==> src/rtl/signed_int_to_decimal_text_assert.svh <==
// Assertion macros for the RTL files; sitdt_back is the one that includes them.
`ifndef SIGNED_INT_TO_DECIMAL_TEXT_ASSERT_SVH
`define SIGNED_INT_TO_DECIMAL_TEXT_ASSERT_SVH

// Property checked at every edge outside reset.
`define SITDT_ASSERT(label, clk, rst_n, prop, msg) \
	label: assert property (@(posedge clk) disable iff (!rst_n) prop) else $error(msg);

// Antecedent in one cycle, consequent in the next.
`define SITDT_ASSERT_NEXT(label, clk, rst_n, ante, cons, msg) \
	label: assert property (@(posedge clk) disable iff (!rst_n) (ante) |=> (cons)) \
		else $error(msg);

`endif

==> src/rtl/sitdt_pkg.sv <==
// ----------------------------------------------------------------------------
// sitdt_pkg
// Shared constants and types for the integer to decimal text converter.
// ----------------------------------------------------------------------------
package sitdt_pkg;

	localparam int ValueW    = 32;
	localparam int DigitW    = 4;
	localparam int MaxDigits = 10;
	localparam int CntW      = 4;
	localparam int CharW     = 6;

	localparam logic [CharW-1:0] CharMinus = 6'd45;
	localparam logic [CharW-1:0] CharZero  = 6'd48;
	localparam logic [CharW-1:0] CharNine  = 6'd57;

	// ceil(2^35 / 10): exact quotient by ten for any 32-bit magnitude
	localparam logic [ValueW-1:0] Recip10      = 32'hCCCC_CCCD;
	localparam int                Recip10Shift = 35;

	localparam int QueueDepthDef = 2;

	typedef struct packed {
		logic                             neg;
		logic [CntW-1:0]                  ndig;
		logic [MaxDigits-1:0][DigitW-1:0] digits;  // least significant at index 0
	} dec_entry_t;

endpackage

==> src/rtl/sitdt_queue.sv <==
// ----------------------------------------------------------------------------
// sitdt_queue
// Small register queue of converted digit sets between front and back.
// ----------------------------------------------------------------------------
module sitdt_queue
	import sitdt_pkg::*;
#(
	parameter int DEPTH = QueueDepthDef
)(
	input  logic       clk,
	input  logic       arst_n,
	input  logic       push,
	input  dec_entry_t wr_entry,
	output logic       full,
	input  logic       pop,
	output dec_entry_t rd_entry,
	output logic       empty
);

	localparam int PtrW = $clog2(DEPTH);
	localparam int OccW = $clog2(DEPTH + 1);

	dec_entry_t        mem_q [DEPTH];
	logic [PtrW-1:0]   wr_ptr_q;
	logic [PtrW-1:0]   rd_ptr_q;
	logic [OccW-1:0]   count_q;
	logic              do_push;
	logic              do_pop;

	assign full     = (count_q == OccW'(DEPTH));
	assign empty    = (count_q == '0);
	assign do_push  = push && !full;
	assign do_pop   = pop && !empty;
	assign rd_entry = mem_q[rd_ptr_q];

	always_ff @(posedge clk or negedge arst_n) begin
		if (!arst_n) begin
			wr_ptr_q <= '0;
			rd_ptr_q <= '0;
			count_q  <= '0;
		end else begin
			if (do_push) begin
				wr_ptr_q <= (wr_ptr_q == PtrW'(DEPTH - 1)) ? '0 : wr_ptr_q + PtrW'(1);
			end
			if (do_pop) begin
				rd_ptr_q <= (rd_ptr_q == PtrW'(DEPTH - 1)) ? '0 : rd_ptr_q + PtrW'(1);
			end
			if (do_push && !do_pop) begin
				count_q <= count_q + OccW'(1);
			end else if (do_pop && !do_push) begin
				count_q <= count_q - OccW'(1);
			end
		end
	end

	always_ff @(posedge clk) begin
		if (do_push) mem_q[wr_ptr_q] <= wr_entry;
	end

endmodule

==> config.mk <==
export PLATFORM = sky130hd
export DESIGN_NAME = sitdt_queue
export DESIGN_NICKNAME = d
export VERILOG_FILES = /design/src/rtl/signed_int_to_decimal_text_assert.svh /design/src/rtl/sitdt_pkg.sv /design/src/rtl/sitdt_queue.sv
export SDC_FILE = /design/constraint.sdc
export NUM_CORES = 1
export LEC_CHECK = 0
export ABC_CLOCK_PERIOD_IN_PS = 3750
export CORE_MARGIN = 2
export CORE_UTILIZATION = 35
export DETAILED_ROUTE_END_ITERATION = 10
export DONT_BUFFER_PORTS = 1
export SLEW_MARGIN = 20
export SYNTH_ARGS = -nofsm -noshare
export SYNTH_HDL_FRONTEND = slang
export SYNTH_SLANG_ARGS = --single-unit
==> constraint.sdc <==
create_clock -name clk -period 3.75 [get_ports clk]
set_input_delay 0.75 -clock clk [delete_from_list [all_inputs] [get_ports clk]]
set_output_delay 0.75 -clock clk [all_outputs]
set_load 0.05 [all_outputs]
==> Yosys cells after proc, flatten, opt, wreduce, memory -nomap -nowiden <==
Memories as Yosys holds them, arrays and structs flattened.
Index checks and enable logic that the tools add are counted.
{ "word_totals": {"register_bits": 4, "latchBits": 0, "ramBits": 90, "romBits": 0, "output_inout_bits": 47, "n_memories": 1} }
{ "memory_table": {"columns": ["memory", "words", "word_bits", "rd", "rd_clocked_by_memory_dff", "wr", "line_no", "source"], "rows": [
  ["mem_q", 2, 45, 1, 0, 1, "sitdt_queue.sv:23", "dec_entry_t mem_q [DEPTH];"]
]} }
{ "classes": {"addsub": 4, "mul": 0, "div_mod_pow": 0, "order_cmp": 0, "eq_ne": 1, "shift": 0, "mux": 6, "bitwise": 0, "n_reduce_logical": 10} }
{ "op_table": {"columns": ["cell", "n"], "rows": [
  ["logical AND 1 bit", 4],
  ["zero test 1 bit", 4],
  ["two-way mux 1 bit", 4],
  ["two-way mux 2 bit", 2],
  ["adder 1 bit, second input constant", 2],
  ["adder 2 x 1 -> 2 bit, second input constant", 1],
  ["== test 2 bit, second input constant", 1],
  ["zero test 2 bit", 1],
  ["nonzero test 2 bit", 1],
  ["subtractor 2 x 1 -> 2 bit, second input constant", 1]
]} }

==> Logic depth before layout (Yosys ltp) <==
{ "logic_depth": {"ltp_word": 7, "depth_mapped": 7, "mapped_depth_nobuf": 7} }

==> Least setup slack after synthesis <==
Ideal clock, no wire load.
{ "synth_path": {"path_type": "input to register", "from": "in push", "to": "mem mem_q[0][0] (netlist bit), enable pin", "setup_ns": 0.447, "arrival_time_ns": 2.730, "required_ns": 3.303, "setup_slack_ns": 0.572, "stages": 2, "n_path_buf": 0, "cell_sequence": "nand2_1 > nor2_1"} }
{ "synth_via": {"elab_chain_len": 3} }
{ "synth_rtl": {"columns": ["element", "line_no", "source"], "rows": [
  ["start, declared", "sitdt_queue.sv:12", "input logic push,"],
  ["logical AND 1 bit", "sitdt_queue.sv:32", "assign do_push = push && !full;"],
  ["two-way mux 1 bit", "sitdt_queue.sv:57", "if (do_push) mem_q[wr_ptr_q] <= wr_entry;"],
  ["two-way mux 1 bit (implied by the code)", "sitdt_queue.sv:57", null],
  ["end, declared", "sitdt_queue.sv:23", null]
]} }
Every way passes these cells.

==> impl_metrics.json <==
{
  "status": "completed",
  "crit_required_ns": 3.00,
  "grt_pass1_vias": 1522,
  "min_path_type": "in2async",
  "cp-start-kind": "flop",
  "io_pins": 96,
  "postCtsSetupBuffers": 0,
  "antenna_found_initial": 0,
  "start_util_pct": 35.6,
  "cts_resized": 0,
  "synth_top_area_share_pct": 74.2,
  "synth_area_um2": 3640,
  "cts_sinks": 94,
  "drc_errors": 0,
  "die_h_um": 106,
  "die_area_um2": 11200,
  "synth_fp_nets": 209,
  "endpoint_kind": "output pin",
  "cts_buffers": 9,
  "final_cell_mix": "90 x edfxtp_1, 39 x mux2_4, 9 x clkbuf_8",
  "cts_hold_buf": 0,
  "crit_arrival_ns": 1.64,
  "pre_cts_ws_ns": 1.46,
  "grt_max_degree": 46,
  "place.port_buffers": 0,
  "fin_setup_tns_ns": 0,
  "grtUsageTotal_pct": 9.94,
  "rows": 37,
  "ys_seq_area_share_pct": 76.9,
  "cap_viol_max_count": 0,
  "tightestPinTransition_ns": 0.905,
  "via_per_inst": 4.62,
  "drive_above_1_share_pct": 37.9,
  "vias": 1431,
  "n_antenna_cell": 0,
  "hold_ws_ns": 0.0920,
  "crit_family": "multiplexers",
  "synthCells": 159,
  "fillers": 927,
  "cts_max_level": 3,
  "skew_ns": 0.0101,
  "finalHoldViolCount": 0,
  "gr-max-usage-layer": "met2",
  "area_growth_pct": 8.59,
  "grtUsageMet1_pct": 11.0,
  "rsz0062_at_grt": "no",
  "final_common_cell": "edfxtp_1",
  "grt_overflow": 0,
  "post_synth.cell_area_avg_um2": 22.9,
  "setup_ws_ns": 1.36,
  "antenna_left": 0,
  "root_buffer": "clkbuf_8",
  "period_needed_ns": 2.39,
  "num-nets-final": 219,
  "cp_max_fo": 24,
  "cp_slowest_cell": "mux2_2",
  "first_pass_iters": 6,
  "cts_tree": "yes",
  "insertion_delay_ns": 0.35,
  "setup_viol": 0,
  "routed_wl_mm": 5.34,
  "max_slew_margin_pct": 39.5,
  "use_met2_pct": 15.5,
  "cts.clk_slew.worst_paths_ns": 0.08,
  "met3_usage_pct": 5.40,
  "finalCritPeriodShare_pct": 63.8,
  "criticalPathCategory": "reg2out",
  "wl_per_cell_um": 17.2,
  "dpl.hpwl_mm": 3.39,
  "core_um2": 10200,
  "grt_pass1_wl_mm": 8.22,
  "yosys.area.top_type": "edfxtp_1",
  "path_buf_inv": 1,
  "gp_congestion": 0.621,
  "yosys_warnings": 0,
  "synthTopCellsByArea": "edfxtp_1 74%, mux2_4 16%, dfrtp_1 2.7%, buf_12 2.2%, mux2_2 1.9%",
  "synth_cell_types": 15,
  "fmax_mhz": 418,
  "ys_seq_elements": 94,
  "cp_cell_sequence": "buf_4, mux2_2",
  "drv_slew": 0,
  "die_x_um": 106,
  "drtIter0Drc": 85,
  "max_stage_delay_ns": 0.52,
  "cts_max_path_buffers": 2
}
-- Yosys cell counts --
master and count:
nor2_1 3, nand2b_1 1, nand2_1 1, mux2_4 39
buf_12 4, mux2_2 6, xnor2_1 3, xor2_1 2
buf_6 1, ha_1 1, o21ai_1 1, dfrtp_1 4
and3_1 1, edfxtp_1 90, inv_1 2
-- area by class of cell --
type                    count  area, um2  share of cell area (%)
repair buffers              4       30.0                   0.759
inverters                   2       7.51                   0.190
flip-flops and latches     94       2800                    70.9
clock inverters             5       58.8                    1.49
clock buffers              11        131                    3.32
well taps                 136        170                    4.30
multi-input cells          58        754                    19.1
-- per-stage QoR --
step	instance area (um2)	util, %	std cells
5_1_grt	3960	38.7	310
6_report	3960	38.7	310
3_5_place_dp	3760	36.8	294
3_3_place_gp	3760	36.8	294
4_1_cts	3950	38.6	310
2_1_floorplan	3640	-	159
-- path summary, 6_finish.rpt --
path / from / endpoint / slack (ns) / cells after the start
worst max-delay path: rd_ptr_q / rd_entry[22] / 1.36 / 2
worst min-delay path: arst_n / wr_ptr_q / 0.09 / 0
worst max register to register: count_q[0] / mem_q[0][10] / 1.62 / 4
worst min register to register: count_q[1] / count_q[1] / 0.53 / 1
max in group asynchronous: arst_n / rd_ptr_q / 3.58 / 0
min in group clk: wr_entry[3] / mem_q[1][3] / 0.49 / 0
-- flip-flops by register name, summed over array words and instances (netlist names) --
name,cells
rd_ptr_q,1
wr_ptr_q,1
count_q,2
mem_q,90
-- logic make-up (layout without fill, tap and decap cells) --
logic type | Yosys count | after routing | share of synthesized area (%)
xor+xnor | 5 | 5 | 1.20
fa+ha+maj | 1 | 1 | 0.343
mux | 45 | 45 | 17.9
compound gates | 1 | 1 | 0.137
simple gates | 6 | 6 | 0.756
buf+inv | 7 | 22 | 2.71
flops | 94 | 94 | 76.9
-- metal layers --
layer	vias to the layer above	wire length, um	share of wire [%]
met5	-	0	0
met4	0	75	1.4
met3	7	547	10
met2	61	2690	50
met1	728	2030	38
li1	635	-	-
Power is not shown: default switching activity piles up to over one toggle a cycle in this logic, so the estimate is an artifact.
