$ cat src/rtl/signed_int_to_decimal_text_assert.svh
// Assertion macros for the RTL files; sitdt_back is the one that includes them.
`ifndef SIGNED_INT_TO_DECIMAL_TEXT_ASSERT_SVH
`define SIGNED_INT_TO_DECIMAL_TEXT_ASSERT_SVH

// Property checked at every edge outside reset.
`define SITDT_ASSERT(label, clk, rst_n, prop, msg) \
	label: assert property (@(posedge clk) disable iff (!rst_n) prop) else $error(msg);

// Antecedent in one cycle, consequent in the next.
`define SITDT_ASSERT_NEXT(label, clk, rst_n, ante, cons, msg) \
	label: assert property (@(posedge clk) disable iff (!rst_n) (ante) |=> (cons)) \
		else $error(msg);

`endif

$ cat src/rtl/sitdt_pkg.sv
// ----------------------------------------------------------------------------
// sitdt_pkg
// Shared constants and types for the integer to decimal text converter.
// ----------------------------------------------------------------------------
package sitdt_pkg;

	localparam int ValueW    = 32;
	localparam int DigitW    = 4;
	localparam int MaxDigits = 10;
	localparam int CntW      = 4;
	localparam int CharW     = 6;

	localparam logic [CharW-1:0] CharMinus = 6'd45;
	localparam logic [CharW-1:0] CharZero  = 6'd48;
	localparam logic [CharW-1:0] CharNine  = 6'd57;

	// ceil(2^35 / 10): exact quotient by ten for any 32-bit magnitude
	localparam logic [ValueW-1:0] Recip10      = 32'hCCCC_CCCD;
	localparam int                Recip10Shift = 35;

	localparam int QueueDepthDef = 2;

	typedef struct packed {
		logic                             neg;
		logic [CntW-1:0]                  ndig;
		logic [MaxDigits-1:0][DigitW-1:0] digits;  // least significant at index 0
	} dec_entry_t;

endpackage

$ cat src/rtl/sitdt_back.sv
// ----------------------------------------------------------------------------
// sitdt_back
// Walks a digit set, minus sign first, then digits most significant first, and
// writes one character a cycle into the output register while it is free or being drained.
// ----------------------------------------------------------------------------
`include "signed_int_to_decimal_text_assert.svh"

module sitdt_back
	import sitdt_pkg::*;
(
	input  logic             clk,
	input  logic             arst_n,
	input  logic             q_empty,
	input  dec_entry_t       q_entry,
	output logic             q_pop,
	output logic             empty,
	input  logic             pop,
	output logic [CharW-1:0] char_code,
	output logic             last
);

	logic                             busy_q;
	logic                             sign_pend_q;
	logic [CntW-1:0]                  idx_q;
	logic [MaxDigits-1:0][DigitW-1:0] digits_q;

	logic             valid_q;
	logic [CharW-1:0] char_q;
	logic             last_q;

	logic             adv;
	logic             take;
	logic             cur_last;
	logic [CharW-1:0] cur_char;

	assign cur_last = !sign_pend_q && (idx_q == '0);
	assign cur_char = sign_pend_q ? CharMinus
	                              : CharZero + CharW'(digits_q[idx_q]);

	// advance whenever the output register is free or being drained
	assign adv   = busy_q && (!valid_q || pop);
	assign take  = !q_empty && (!busy_q || (adv && cur_last));
	assign q_pop = take;

	assign empty     = !valid_q;
	assign char_code = char_q;
	assign last      = last_q;

	always_ff @(posedge clk or negedge arst_n) begin
		if (!arst_n) begin
			busy_q  <= 1'b0;
			valid_q <= 1'b0;
		end else begin
			if (take) begin
				busy_q <= 1'b1;
			end else if (adv && cur_last) begin
				busy_q <= 1'b0;
			end
			if (adv) begin
				valid_q <= 1'b1;
			end else if (pop) begin
				valid_q <= 1'b0;
			end
		end
	end

	always_ff @(posedge clk) begin
		if (take) begin
			sign_pend_q <= q_entry.neg;
			idx_q       <= q_entry.ndig - CntW'(1);
			digits_q    <= q_entry.digits;
		end else if (adv) begin
			if (sign_pend_q) begin
				sign_pend_q <= 1'b0;
			end else begin
				idx_q <= idx_q - CntW'(1);
			end
		end
		if (adv) begin
			char_q <= cur_char;
			last_q <= cur_last;
		end
	end

	`SITDT_ASSERT(a_char_legal, clk, arst_n, (valid_q |-> (char_q == CharMinus || (char_q >= CharZero && char_q <= CharNine))), "illegal character in output word")
	`SITDT_ASSERT(a_idx_range, clk, arst_n, (busy_q |-> (idx_q < CntW'(MaxDigits))), "digit index out of range")
	`SITDT_ASSERT_NEXT(a_last_ends_run, clk, arst_n, (adv && cur_last && !take), (!busy_q), "run still busy after last character")

endmodule

$ cat config.mk
export PLATFORM = sky130hd
export DESIGN_NAME = sitdt_back
export DESIGN_NICKNAME = d
export VERILOG_FILES = /design/src/rtl/sitdt_pkg.sv /design/src/rtl/sitdt_back.sv
export VERILOG_INCLUDE_DIRS = /design/src /design/src/rtl
export SDC_FILE = /design/constraint.sdc
export NUM_CORES = 1
export LEC_CHECK = 0
export BUFFER_PORTS_ARGS = -buffer_cell sky130_fd_sc_hd__buf_2
export CAP_MARGIN = 20
export CORE_AREA = 3 3 90 92
export CTS_CLUSTER_SIZE = 30
export DETAILED_ROUTE_END_ITERATION = 10
export DIE_AREA = 0 0 93 95
export SLEW_MARGIN = 20
export SYNTH_ARGS = -nofsm -noshare
export SYNTH_HDL_FRONTEND = slang
export SYNTH_SLANG_ARGS = --single-unit
$ cat constraint.sdc
create_clock -name clk -period 3.8 [get_ports clk]
set_clock_uncertainty 0.2 [all_clocks]
set_input_delay 0.57 -clock clk [delete_from_list [all_inputs] [get_ports clk]]
set_output_delay 0.57 -clock clk [all_outputs]
set_load 0.01 [all_outputs]
Word level (Yosys, flattened, before mapping)
Cells that the tools add are included.
{"block": "totals", "register_bits": 54, "input_bits": 49, "out_inout_bits": 9, "wordCells": 47}
{"block": "classes", "addsub": 3, "order_cmp": 1, "eq_ne": 1, "muxes": 11, "reduce_logical": 15}
{"operator": "4-bit binary-select mux with 4-bit select", "n": 1}
{"operator": "4-bit two-way mux", "n": 4}
{"operator": "4-bit by 1-bit subtractor with 4-bit output (second input constant)", "n": 2}
{"operator": "5-bit by 5-bit adder with 6-bit output (first input constant)", "n": 1}
{"operator": "1-bit two-way mux", "n": 6}
{"operator": "2-bit nonzero test", "n": 3}
{"operator": "4-bit by 5-bit < comparator with 1-bit output (second input constant)", "n": 1}
{"operator": "1-bit logical AND", "n": 4}
{"operator": "1-bit zero test", "n": 4}
{"operator": "4-bit zero test", "n": 1}
{"operator": "1-bit logical OR", "n": 2}
{"operator": "2-bit != test (second input constant)", "n": 1}
{"operator": "2-bit AND reduction", "n": 1}

Logic depth before layout (Yosys ltp)
{"block": "depth", "ltp_word": 8, "ltp_mapped": 7}

Worst setup path before layout
Ideal clock, no wire load.
{"block": "synth_path", "path_type": "register to register", "start": "register idx_q[1]", "end": "register idx_q[2] (data pin)", "arrival_time_ns": 3.314, "setup_slack_ns": 0.028, "path_stages_with_launch": 8, "n_path_buf": 2, "synth_period_minus_slack_ns": 3.772, "cell_sequence": "edfxtp_1 > buf_6 > or3_1 > buf_2 > o41ai_4 > mux2i_1 > ha_1 > xnor2_1"}
{"block": "synth_between", "elab_chain_cells": 6}
{"item": "from (decl)", "line_no": "sitdt_back.sv:24", "text": "logic [CntW-1:0] idx_q;"}
{"item": "from (signal assigned)", "line_no": "sitdt_back.sv:70", "text": "idx_q <= q_entry.ndig - CntW'(1);"}
{"item": "from (signal assigned)", "line_no": "sitdt_back.sv:76", "text": "idx_q <= idx_q - CntW'(1);"}
{"item": "4-bit zero test", "line_no": "sitdt_back.sv:36", "text": "assign cur_last = !sign_pend_q && (idx_q == '0);"}
{"item": "1-bit logical AND", "line_no": "sitdt_back.sv:36"}
{"item": "1-bit logical AND", "line_no": "sitdt_back.sv:42", "text": "assign take = !q_empty && (!busy_q || (adv && cur_last));"}
{"item": "1-bit logical OR", "line_no": "sitdt_back.sv:42"}
{"item": "1-bit logical AND", "line_no": "sitdt_back.sv:42"}
{"item": "via q_pop", "line_no": "sitdt_back.sv:15", "text": "output logic q_pop,"}
{"item": "4-bit two-way mux", "line_no": "sitdt_back.sv:68", "text": "if (take) begin"}
The timed path passes the listed nets, and every way through them passes these cells. The select of a mux whose other input is x is not followed.
A chain may end at the register's enable or synchronous reset.

Final worst setup path
{"block": "layout_path", "start": "register idx_q[0]", "end": "output port q_pop"}
{"block": "layout_between", "elab_chain_cells": 5}
{"item": "4-bit zero test", "line_no": "sitdt_back.sv:36"}
{"item": "1-bit logical AND", "line_no": "sitdt_back.sv:36"}
{"item": "1-bit logical AND", "line_no": "sitdt_back.sv:42"}
{"item": "1-bit logical OR", "line_no": "sitdt_back.sv:42"}
{"item": "1-bit logical AND", "line_no": "sitdt_back.sv:42"}
{"item": "to (decl)", "line_no": "sitdt_back.sv:15"}
Every way passes these cells.

==> impl_results.md <==
* Largest family of logic cells by synthesized area: multiplexers
* Gpl congestion at between 0.7 and 0.8
* Remaining global-route overflow at 0
* Crit path buf inv count at 1
* Drt via density at 4.216
* Critical path's top delay family: flip-flops
* Synth warn at 0
* Pwr Density at 425.4 mW/mm²
* CP Cell Sequence: or3_1 > o41ai_4 > buf_2
* Class of the tightest hold or removal check: primary input to flip-flop
* Most common cell after layout, fill and taps aside: buf_2
* Largest net degree at the start of global routing at 28
* Remaining antenna violation count at 0
* Arrival @ worst endpoint at between 2000 and 2500 ps
* Setup crit end kind: primary output
* Sequential share of the synthesized area at about 73%
* DR WL met2 at 2.017 mm
* Post-synthesis compound-gate area fraction at under 10%
* Slew HR at 56.33%
* Synth area leader: edfxtp_1
* Outcome: complete, no violations
* Synth Area in Simple Gates at 6.153%
* Static leakage at between 0.001 and 0.0015 µW
* Htree depth at 2
* #FFs+latches synth at 53
* Starting density of the core at 29.84%
* Mapped cell area at approximately 0.0022 mm²
* Post-route insts no fill at 292
* RSZ-0062 raised after global routing: false
* Mapped Cells at around 130
* MaxCap Viol Count at 0
* Final WL at slightly above 4 mm
* DRC Markers at 0
* Synth Flop Type: edfxtp_1
* Max Transition Viols Final at 0
* Top Metal Used: met4
* Die ar. at 0.008835 mm²
* Root Buffer: clkbuf_8
* Wire length per cell at 13.84 µm
* Die height at approximately 95 µm
* Antenna cells at 0
* VDD IR max at 0.2290 mV
* Adder-Cell Fraction of Synth Area at less than 1%
* Placed insts at about 280
* Worst-Margin Slew at 652.8 ps
* Area of the core at 0.007292 mm²
* Syn nets at approximately 180
* Period utilization at 79.92%
* Dpl hpwl at 3.112 mm
* # rows at 31
* Number of synthesized flops with an enable pin at 51
* Cell variety after synth at 31
* GR Util All Layers at under 10%
* Setup TNS at 0 ps
* Async S/R FF share, synth at 3.774%
* Post-Syn Area per Cell at 16.48 µm²
* Drt pass-1 iters at 4
* First-pass GRT wire length at 6.313 mm
* Wire length on met1 at 1.730 mm
* Final setup viols at 0
* Total clock sinks at between 50 and 60
* CP peak stage delay at a little over 600 ps
* Vias in the first global route at about 1300
* Die W at 93 µm
* 1st-iter DRT viols at 73
* Final hold violations at 0
* Reg clk slew, reported paths at 90 ps
* Multiplexer area fraction after synthesis at 10.70%
* Worst-Skew Late Latency at 300 ps
* Post CTS Setup Buffer Count at 0
* Commonest non-fill, non-tap cells in the layout: buf_2, edfxtp_1, mux2i_1, nand3_1
* Clock Path Buffers at 2
* Highest-delay cell along the critical path: edfxtp_1
* Total CTS buffers at 5
* # nets final at 243
* Synth top area share at 70.39%
* Io pins at 58
* Critical path class: flip-flop to primary output
* Max Clk Rate at 329.3 MHz
* TritonCTS clock tree: done
* WL met3 at 253 µm
* Layout area overhead at 22.08%
* Max FO, Critical Path at 13
* Fin Hold WS at 239.1 ps
* Routed via count at 1231
* Startpoint Class: flip-flop
* Post-Synth XOR/XNOR Area at 1.208%
* Tmin final at about 3000 ps
* Synth area leaders: edfxtp_1, mux2i_1, dfrtp_1, nand3_1, o41ai_4
* Antenna violations before repair at 0
* Final setup margin at 763.0 ps
* WP data required at 3030 ps
* Layout cell share with drive strength beyond 1 at 36.27%
* Post-Place Worst Slack at 1038 ps
* # port buffers at 56
## synthesized netlist by cell type, types with 2 or more instances
| master | count |
|---|---|
| nor2b_1 | 4 |
| edfxtp_1 | 51 |
| a22oi_1 | 3 |
| nand3_1 | 6 |
| nand2_1 | 5 |
| nor2_1 | 3 |
| and2_1 | 2 |
| dfrtp_1 | 2 |
| clkbuf_1 | 2 |
| or2_2 | 2 |
| mux2i_1 | 21 |
| nand2b_1 | 2 |
| a21oi_1 | 5 |
| xor2_1 | 2 |
| inv_1 | 3 |
| o211ai_1 | 3 |
| buf_2 | 2 |
## final timing paths
check,startpoint,to,slack [ps],depth (start not counted)
worst max-delay path,idx_q[0],q_pop,760,3
worst min-delay path,q_entry[6],digits_q[6],240,1
worst max register to register,idx_q[0],idx_q[3],1050,4
worst min register to register,valid_q,valid_q,340,2
max in group asynchronous,arst_n,valid_q,2930,2
min in group asynchronous,arst_n,busy_q,380,2
## timing repair
item                      4_1_cts  5_1_grt
hold endpoints to repair        2        0
hold buffers                    1        0
gates resized for setup         0        0
## final cells by class
class	count	area, µm²
Clock inverter	2	11.26
Timing Repair Buffer	60	312.8
Inverter	3	11.26
Multi-Input combinational cell	70	546.8
Clock buffer	5	68.82
Sequential cell	53	1582
Fill cell	740	4636
Tap cell	99	123.9
## kinds of logic after synthesis
| kind of cell | after synthesis |
|---|---|
| buf+inv | 9 |
| xor+xnor | 3 |
| mux | 22 |
| other cells | 1 |
| simple gates | 26 |
| compound gates | 17 |
| flops | 53 |
| fa+ha+maj | 1 |
## worst register-to-register path, cell delays in order (launching register included)
cell      delay [ps]
edfxtp_1         610
or3_1            540
o41ai_4          570
buf_4            340
a21o_1           190
## registers in the layout, summed over array words and instances (netlist names)
name and flops:
digits_q 40, char_code 5, idx_q 4, busy_q 1
last 1, sign_pend_q 1, valid_q 1
## report_power, final
group | leakage (µW) | total, µW | switching [µW] | internal (µW)
sequential | 0.000486 | 689 | 17.1 | 672
combinational | 0.000510 | 146 | 76.0 | 70.1
clock | 0.0000377 | 295 | 171 | 124
total | 0.00103 | 1130 | 264 | 866
## stage by stage
stage	instance area [µm²]	total power [µW]	utilization [%]
finish	2656	1130	36.43
floorplan	2176	795.4	-
global route	2656	1189	36.43
global placement	2566	847.8	35.19
detailed placement	2566	851.0	35.19
CTS	2656	1145	36.43
## per-layer routing
metal  vias up  GRT usage, %
met5         -             0
met4         0         3.663
met2        41         16.02
met1       566         12.28
li1        620             -
met3         4         2.311
Note: power is estimated with default switching activity, not from simulation.
